==> config.mk <==
export PLATFORM = sky130hd
export DESIGN_NAME = alarm_beeper_sequencer
export DESIGN_NICKNAME = d
export VERILOG_FILES = /design/src/sv/abs_pkg.sv /design/src/sv/abs_step.sv /design/src/sv/alarm_beeper_sequencer.sv
export SDC_FILE = /design/constraint.sdc
export NUM_CORES = 1
export LEC_CHECK = 0
export ABC_CLOCK_PERIOD_IN_PS = 6150
export BUFFER_PORTS_ARGS = -buffer_cell sky130_fd_sc_hd__buf_2
export CAP_MARGIN = 20
export CORE_AREA = 2 2 88 90
export CTS_BUF_LIST = sky130_fd_sc_hd__clkbuf_4
export DETAILED_ROUTE_END_ITERATION = 10
export DIE_AREA = 0 0 90 92
export HOLD_SLACK_MARGIN = 0.03
export SYNTH_ARGS = -nofsm -noshare
export SYNTH_HDL_FRONTEND = slang
export SYNTH_SLANG_ARGS = --single-unit
==> constraint.sdc <==
create_clock -name clk -period 6.15 [get_ports clk]
set_input_delay 1.845 -clock clk [delete_from_list [all_inputs] [get_ports clk]]
set_output_delay 1.845 -clock clk [all_outputs]
set_load 0.005 [all_outputs]
==> src/sv/abs_pkg.sv <==
`default_nettype none
package abs_pkg;

	localparam int unsigned MS_W      = 16;
	localparam int unsigned HOUR_W    = 5;
	localparam int unsigned MIN_W     = 6;
	localparam int unsigned LEVEL_W   = 3;
	localparam int unsigned SEC_W     = 10;
	localparam int unsigned CFG_IDX_W = 3;
	localparam int unsigned CFG_W     = SEC_W;

	localparam int unsigned PULSE_BIT_DEF = 6;
	localparam logic [LEVEL_W-1:0] MAX_PULSES_RST = 3'd6;
	localparam logic [SEC_W-1:0]   TIMEOUT_RST    = 10'd300;

	typedef enum logic [1:0] {
		OP_MS_TICK  = 2'd0,
		OP_SEC_TICK = 2'd1,
		OP_CLK_UPD  = 2'd2,
		OP_BUTTON   = 2'd3
	} op_t;

	typedef enum logic [CFG_IDX_W-1:0] {
		CFG_ALARM_ENABLE    = 3'd0,
		CFG_ALARM_HOUR      = 3'd1,
		CFG_ALARM_MINUTE    = 3'd2,
		CFG_MAX_PULSES      = 3'd3,
		CFG_TIMEOUT_SECONDS = 3'd4
	} cfg_idx_t;

	typedef struct packed {
		logic [1:0]        operation;
		logic [HOUR_W-1:0] hour;
		logic [MIN_W-1:0]  minute;
	} in_t;

	typedef struct packed {
		logic beeper;
		logic alarming;
	} out_t;

	typedef struct packed {
		logic               alarm_enable;
		logic [HOUR_W-1:0]  alarm_hour;
		logic [MIN_W-1:0]   alarm_minute;
		logic [LEVEL_W-1:0] max_pulses;
		logic [SEC_W-1:0]   timeout_seconds;
	} cfg_t;

	typedef struct packed {
		logic [MS_W-1:0]    ms_in_second;
		logic               active;
		logic [LEVEL_W-1:0] beep_level;
		logic [LEVEL_W-1:0] beeps_done;
		logic               pin_level;
		logic [SEC_W-1:0]   elapsed_seconds;
	} state_t;

endpackage
`default_nettype wire

==> src/sv/abs_step.sv <==
`default_nettype none
module abs_step #(
	parameter int unsigned PULSE_BIT = abs_pkg::PULSE_BIT_DEF
) (
	input  wire abs_pkg::state_t st,
	input  wire abs_pkg::cfg_t   cfg,
	input  wire abs_pkg::in_t    req,
	output abs_pkg::state_t      nxt,
	output abs_pkg::out_t        res
);
	import abs_pkg::*;

	logic [MS_W-1:0] ms_inc;

	assign ms_inc = st.ms_in_second + MS_W'(1);

	always_comb begin
		nxt = st;
		case (op_t'(req.operation))
			OP_MS_TICK: begin
				nxt.ms_in_second = ms_inc;
				// pulse bit edge drives the pin while beeps remain this second
				if (st.active && (st.beeps_done < st.beep_level) &&
				    (st.ms_in_second[PULSE_BIT] != ms_inc[PULSE_BIT])) begin
					if (ms_inc[PULSE_BIT]) begin
						nxt.pin_level = 1'b1;
					end else begin
						nxt.pin_level  = 1'b0;
						nxt.beeps_done = st.beeps_done + LEVEL_W'(1);
					end
				end
			end
			OP_SEC_TICK: begin
				nxt.ms_in_second = '0;
				if (st.active) begin
					if (st.elapsed_seconds >= cfg.timeout_seconds) begin
						nxt.active    = 1'b0;
						nxt.pin_level = 1'b0;
					end else begin
						nxt.elapsed_seconds = st.elapsed_seconds + SEC_W'(1);
						if (st.beep_level < cfg.max_pulses) begin
							nxt.beep_level = st.beep_level + LEVEL_W'(1);
						end
						nxt.beeps_done = '0;
					end
				end
			end
			OP_CLK_UPD: begin
				if (cfg.alarm_enable && !st.active && (req.hour == cfg.alarm_hour) &&
				    (req.minute == cfg.alarm_minute)) begin
					nxt.active          = 1'b1;
					nxt.beep_level      = '0;
					nxt.beeps_done      = '0;
					nxt.elapsed_seconds = '0;
				end
			end
			OP_BUTTON: begin
				nxt.active    = 1'b0;
				nxt.pin_level = 1'b0;
			end
			default: begin
				nxt = st;
			end
		endcase
	end

	assign res.beeper   = nxt.pin_level;
	assign res.alarming = nxt.active;

endmodule
`default_nettype wire

==> src/sv/alarm_beeper_sequencer.sv <==
// Results are registered: in the output register, or in the skid entry while it is held.
// Throughput: one request per cycle while in_ready is high; the state update is a single registered pass.
// A two-entry result buffer (output register plus skid) keeps requests flowing
// while a result waits; in_ready drops only when both entries are full.
// Reset (arst_n low, asynchronous): state cleared, registers to defaults
// (max_pulses 6, timeout 300 s), result buffer emptied.
`default_nettype none
module alarm_beeper_sequencer #(
	parameter int unsigned PULSE_BIT = abs_pkg::PULSE_BIT_DEF
) (
	input  wire                                 clk,
	input  wire                                 arst_n,
	input  wire                                 in_valid,
	output logic                                in_ready,
	input  wire abs_pkg::in_t                   in_data,
	output logic                                out_valid,
	input  wire                                 out_ready,
	output abs_pkg::out_t                       out_data,
	input  wire                                 cfg_we,
	input  wire [abs_pkg::CFG_IDX_W-1:0]        cfg_index,
	input  wire [abs_pkg::CFG_W-1:0]            cfg_data
);
	import abs_pkg::*;

	cfg_t   cfg_q;
	state_t state_q;
	state_t state_nxt;
	out_t   res;
	out_t   out_q;
	out_t   skid_q;
	logic   out_valid_q;
	logic   skid_valid_q;
	logic   accept;
	logic   out_free;

	abs_step #(
		.PULSE_BIT(PULSE_BIT)
	) u_step (
		.st (state_q),
		.cfg(cfg_q),
		.req(in_data),
		.nxt(state_nxt),
		.res(res)
	);

	assign in_ready  = !skid_valid_q;
	assign accept    = in_valid && in_ready;
	assign out_free  = !out_valid_q || out_ready;
	assign out_valid = out_valid_q;
	assign out_data  = out_q;

	always_ff @(posedge clk or negedge arst_n) begin
		if (!arst_n) begin
			cfg_q.alarm_enable    <= 1'b0;
			cfg_q.alarm_hour      <= '0;
			cfg_q.alarm_minute    <= '0;
			cfg_q.max_pulses      <= MAX_PULSES_RST;
			cfg_q.timeout_seconds <= TIMEOUT_RST;
		end else if (cfg_we) begin
			case (cfg_idx_t'(cfg_index))
				CFG_ALARM_ENABLE:    cfg_q.alarm_enable    <= cfg_data[0];
				CFG_ALARM_HOUR:      cfg_q.alarm_hour      <= cfg_data[HOUR_W-1:0];
				CFG_ALARM_MINUTE:    cfg_q.alarm_minute    <= cfg_data[MIN_W-1:0];
				CFG_MAX_PULSES:      cfg_q.max_pulses      <= cfg_data[LEVEL_W-1:0];
				CFG_TIMEOUT_SECONDS: cfg_q.timeout_seconds <= cfg_data[SEC_W-1:0];
				default: begin
				end
			endcase
		end
	end

	always_ff @(posedge clk or negedge arst_n) begin
		if (!arst_n) begin
			state_q <= '0;
		end else if (accept) begin
			state_q <= state_nxt;
		end
	end

	// result buffer: skid drains into the output register first to keep order
	always_ff @(posedge clk or negedge arst_n) begin
		if (!arst_n) begin
			out_valid_q  <= 1'b0;
			skid_valid_q <= 1'b0;
		end else if (out_free) begin
			if (skid_valid_q) begin
				out_valid_q  <= 1'b1;
				skid_valid_q <= 1'b0;
			end else begin
				out_valid_q  <= accept;
			end
		end else if (accept) begin
			skid_valid_q <= 1'b1;
		end
	end

	always_ff @(posedge clk) begin
		if (out_free) begin
			if (skid_valid_q) begin
				out_q <= skid_q;
			end else if (accept) begin
				out_q <= res;
			end
		end else if (accept) begin
			skid_q <= res;
		end
	end

`ifndef SYNTHESIS
	a_skid_needs_out: assert property (@(posedge clk) disable iff (!arst_n)
		skid_valid_q |-> out_valid_q)
		else $error("skid entry held with empty output register");

	a_pin_only_active: assert property (@(posedge clk) disable iff (!arst_n)
		state_q.pin_level |-> state_q.active)
		else $error("beeper pin high while alarm idle");

	a_beeps_bounded: assert property (@(posedge clk) disable iff (!arst_n)
		state_q.beeps_done <= state_q.beep_level)
		else $error("beeps done exceeds beep level");

	a_skid_holds: assert property (@(posedge clk) disable iff (!arst_n)
		skid_valid_q && !out_ready |=> skid_valid_q && $stable(out_q) && $stable(skid_q))
		else $error("buffered results changed while stalled");

	a_no_state_change_idle: assert property (@(posedge clk) disable iff (!arst_n)
		!accept |=> $stable(state_q))
		else $error("state changed without an accepted request");
`endif

endmodule
`default_nettype wire

Word-level counts from Yosys, hierarchy flattened
Cells that the tools add are included.

operators by class
  add/subtract/negate cells = 4
  multipliers = 0
  div/mod/pow operators = 0
  $lt $le $gt $ge = 3
  equal/unequal tests = 16
  shift operators = 0
  multiplexer cells = 22
  bitwise logic cells = 1
  reductions and logical operators = 28

operators with widths
  operator                 number
  $pmux W16 S2             1
  $mux W10                 2
  $pmux W10 S2             1
  $mux W18                 1
  $add A16 B1 Y16 const B  1
  $reduce_and A2 Y1        8
  $add A10 B1 Y10 const B  1
  $ge A10 B10 Y1           1
  $pmux W3 S3              1
  $reduce_bool A2 Y1       4
  $mux W7                  1
  $reduce_and A7 Y1        1
  $add A3 B1 Y3 const B    2
  $eq A3 B2 Y1 const B     2
  $eq A6 B6 Y1             1
  $logic_and A1 B1 Y1      6
  $lt A3 B3 Y1             2
  $mux W1                  6
  $mux W3                  2
  $mux W6                  1
  $ne A2 B1 Y1 const B     3
  $ne A2 B2 Y1 const B     3
  $pmux W1 S3              2
  $pmux W3 S2              1
  other kinds (16)         20

storage, ports and cells
  register bits after elaboration = 65
  latch bits = 0
  RAM bits = 0
  memory bits (read-only) = 0
  input bits = 31
  output and inout bits = 4
  logic and storage cells = 91
  memories kept = 0

Logic depth before layout (Yosys ltp)
  depth in word-level cells = 8
  depth in mapped cells = 9

Cells and area by module
A second synthesis with hierarchy kept.

second synthesis, totals
  cell total of the unflattened synthesis = 386
  area total of the unflattened synthesis = 4212.8 µm²

modules (own cells, without submodules)
  module                  times used  cells each  area each (µm²)  sequential area each (µm²)
  alarm_beeper_sequencer  1           145         2653.8           1654.1
  abs_step                1           241         1559.0           0.0

Worst setup path before layout
Ideal clock, no wire load.

  path kind = input -> register
  from = input in_data[11] in the netlist's numbering
  to = register state_q[16] in the netlist's numbering
  setup time = 0.066 ns
  arrival time = 3.181 ns
  data required time = 6.084 ns
  path slack = 2.903 ns
  stages = 9
  path buffers = 1
  cells stage by stage = inv_1 -> ha_1 -> buf_4 -> nand2b_1 -> nor3_2 -> o31ai_1 -> nor2_2 -> and3_1 -> o32a_1

on the way
  cells in the longest elaborated chain, start to end = 3
  elaborated cells between the ends (all ways) = 9
  those cells by class = eq/ne: 6; mux: 1; reduce/logical: 2

RTL lines
  element                                                RTL line                      text
  start: declaration                                     alarm_beeper_sequencer.sv:15  input wire abs_pkg::in_t in_data,
  $eq A2 B2 Y1 or $eq A2 B1 Y1 (tied branches)           abs_step.sv:19                case (op_t'(req.operation))
  $ne A2 B1 Y1 (no source line) (tied with other cells)  n/a
  $reduce_and A6 Y1 (no source line)                     n/a
  end signal: assignment                                 alarm_beeper_sequencer.sv:76  state_q <= state_nxt;
  end: declaration                                       alarm_beeper_sequencer.sv:26  state_t state_q;

Several ways; a longest one is shown, not always the timed one.
A chain may end at the register's enable or synchronous reset.

Worst setup path after layout
  from = input in_data[12] in the netlist's numbering
  to = register state_q[16] in the netlist's numbering

The elaborated chain is that of the path after synthesis.

==> impl_metrics.ini <==
[route]
antenna_left = 0
routed_wl_mm = 6.47
avgRoutedWirePerCell_um = 14.2
vias = 2386
avgViaCountPerCell = 5.23
drtIter0Drc = 75
dr.pass1.iters = 4
drc_errors = 0

[floorplanning]
die_area_sq_um = 8280
start_util_pct = 43.5
ios = 35
row_count = 32
fp.dieW_um = 90
fp.dieH_um = 92
core_sq_um = 7450

[sta]
post-route-min-period_ps = 3440
setup_viol = 0
finalSetupTns_ps = 0
whs_ps = 529
slew_headroom_pct = 35.0
finalHoldViolations = 0
clock.fmax_mhz = 291
tightestPinTransition_ps = 969
clock_skew_ps = 22.4
slew_viol_final = 0
fin_crit_sh_pct = 55.9
rsz0062_at_grt = false
postLayoutSetupSlackWorst_ps = 2710

[global_route]
met3_usage_pct = 2.96
grt_pass1_vias = 2350
met2_usage_pct = 27.3
track_usage_pct = 16.5
grt_max_degree = 53
busiest_layer = met2
antenna_found_initial = 0
use_met1_pct = 22.0
grt_pass1_wl_mm = 11.1
grt_overflow_total = 0

[layout]
nFillCells = 720
stdcell_count = 456
final_cell_mix = dfrtp_1, buf_2, nand2_1, o21ai_0, inv_1
fin_nets = 406
final_common_cell = dfrtp_1
drive_gt1_share_pct = 23.2
stdcell_area_sq_um = 3580
antenna_cells = 0
fin_util_pct = 48.1
syn_to_final_growth_pct = 10.7

[critical_path]
crit_required_ps = 6490
cp-end-kind = flip-flop
arrival_ps = 3780
worstSetupStartpointType = primary input
cp_max_fo = 15
critPathKind = in2reg

[power]
p_total_mw = 0.847
ir_worst_vdd_mv = 0.140
p_switching_mw = 0.250
comb_power_share_pct = 20.9
clockPowerShare_pct = 24.2
p_sw_share_pct = 29.5
pwr_density_cell_nw_per_um2 = 236
cellLeakagePower_nw = 1.61
power.internal_mw = 0.597
sequentialPowerShare_pct = 54.9

[yosys]
ys_seq_area_share_pct = 44.1
yosys_most_used_dff = dfrtp_1
avgSynthCellArea_sq_um = 10.2
synth_edf_count = 4
synth_fp_nets = 371
synth_async_sr_flop_share_pct = 92.9
syn_inst = 318
synth_cell_types = 55
synth-seq-cells = 56
synth_warnings = 0
synth.cell_area_sq_um = 3240

[clocking]
cts_root_buf = clkbuf_4
cts_buffer_depth = 2
cts_tree = built
clock-sinks = 56
cts_resized = 0
clock_latency_ps = 390
hold_buffers = 0
cts_buffers = 5
htree_num_levels = 2
path_clk_slew_ps = 180
cts_setup_buffers = 0

[placed_design]
dpl.hpwl_mm = 4.80
dpl_cell_area_sq_um = 3500
routabilityCongestion = 0.785
preCtsSetupSlack_ps = 2320
port_buffers = 34
dp.cells = 448

[run]
drv_cap = 0

[status]
run_status = finished, final reports clean

[min_path]
hold_path.class = reg2reg
==> power groups by stage <==
stage | sequential [mW] | clock, mW | combinational [mW]
final | 0.465 | 0.205 | 0.177
after global routing | 0.473 | 0.230 | 0.200
after CTS | 0.465 | 0.211 | 0.179
after detailed placement | 0.473 | 0 | 0.177
after global placement | 0.472 | 0 | 0.174
after floorplan | 0.465 | 0 | 0.130
==> logic make-up (layout without fill, tap and decap cells) <==
family / Yosys count / count (layout) / share of synthesized area [%]
AOI/OAI and AO/OA: 72 / 72 / 15.0
adders and majority gates: 22 / 22 / 8.50
buffers and inverters: 31 / 67 / 3.94
and+or+nand+nor: 100 / 100 / 16.8
muxes: 22 / 22 / 7.54
DFF: 56 / 56 / 44.1
xor gates and xnor gates: 15 / 15 / 4.06
==> sequential cells by signal, indices dropped and copies added, names as in the netlist <==
name          count
cfg_q            25
out_data          2
out_valid         1
skid_q            2
skid_valid_q      1
state_q          25
==> final cells by class <==
class,count,area (sq um),share of cell area [%]
Inverter,24,90.1,2.51
Tap cell,102,128,3.56
Clock buffer,5,37.5,1.05
Sequential cell,56,1430,39.9
Multi-Input combinational cell,231,1680,46.9
Clock inverter,3,42.5,1.19
Timing Repair Buffer,35,178,4.96
==> synthesized netlist by cell type, drive strengths merged, types with 2 or more instances <==
library cell	number	share of area, %
edfxtp	4	3.7
nor2b	4	0.77
clkbuf	5	0.58
a21o	3	0.70
o22ai	2	0.39
dfrtp	46	36
mux2i	3	0.93
ha	22	8.5
nor3b	2	0.81
nor4	3	1.2
nand4	2	0.39
or3	2	0.39
nand2	29	3.4
inv	24	2.8
nand2b	7	1.4
nor2	14	1.7
nand3	13	2.2
a21oi	13	2.2
o22a	4	1.1
o21ai	28	4.4
or2	2	0.39
mux2	19	6.6
a31oi	5	0.97
and2	5	0.97
buf	2	0.58
dfstp	6	4.9
o31ai	2	0.46
and3	5	0.97
a41oi	5	1.4
nor3	10	1.9
xor2	14	3.8
==> metal layers <==
metal / up-vias / wire length [um]
met4: 0 / 133
met5: - / 0
met2: 61 / 2960
met1: 1117 / 3110
li1: 1196 / -
met3: 12 / 263
==> worst paths after layout <==
path	cells after the start	endpoint	startpoint	slack [ps]
setup / recovery	9	state_q[16]	in_data[12]	2710
hold reg to reg	1	state_q[9]	state_q[9]	530
min in group asynchronous	2	state_q[17]	arst_n	1560
setup reg to reg	8	out_data[0]	cfg_q[8]	3720
max in group asynchronous	2	cfg_q[23]	arst_n	4140
hold / removal	1	state_q[9]	state_q[9]	530
==> worst max-delay path, cell delays in order <==
cell and delay (ps):
buf_2 120, inv_1 70, ha_1 480, inv_1 150, nor3_2 270, o31ai_1 140, nor2_2 330, and3_1 220
o32a_1 150
No activity file was read; power rests on OpenSTA's default activity.
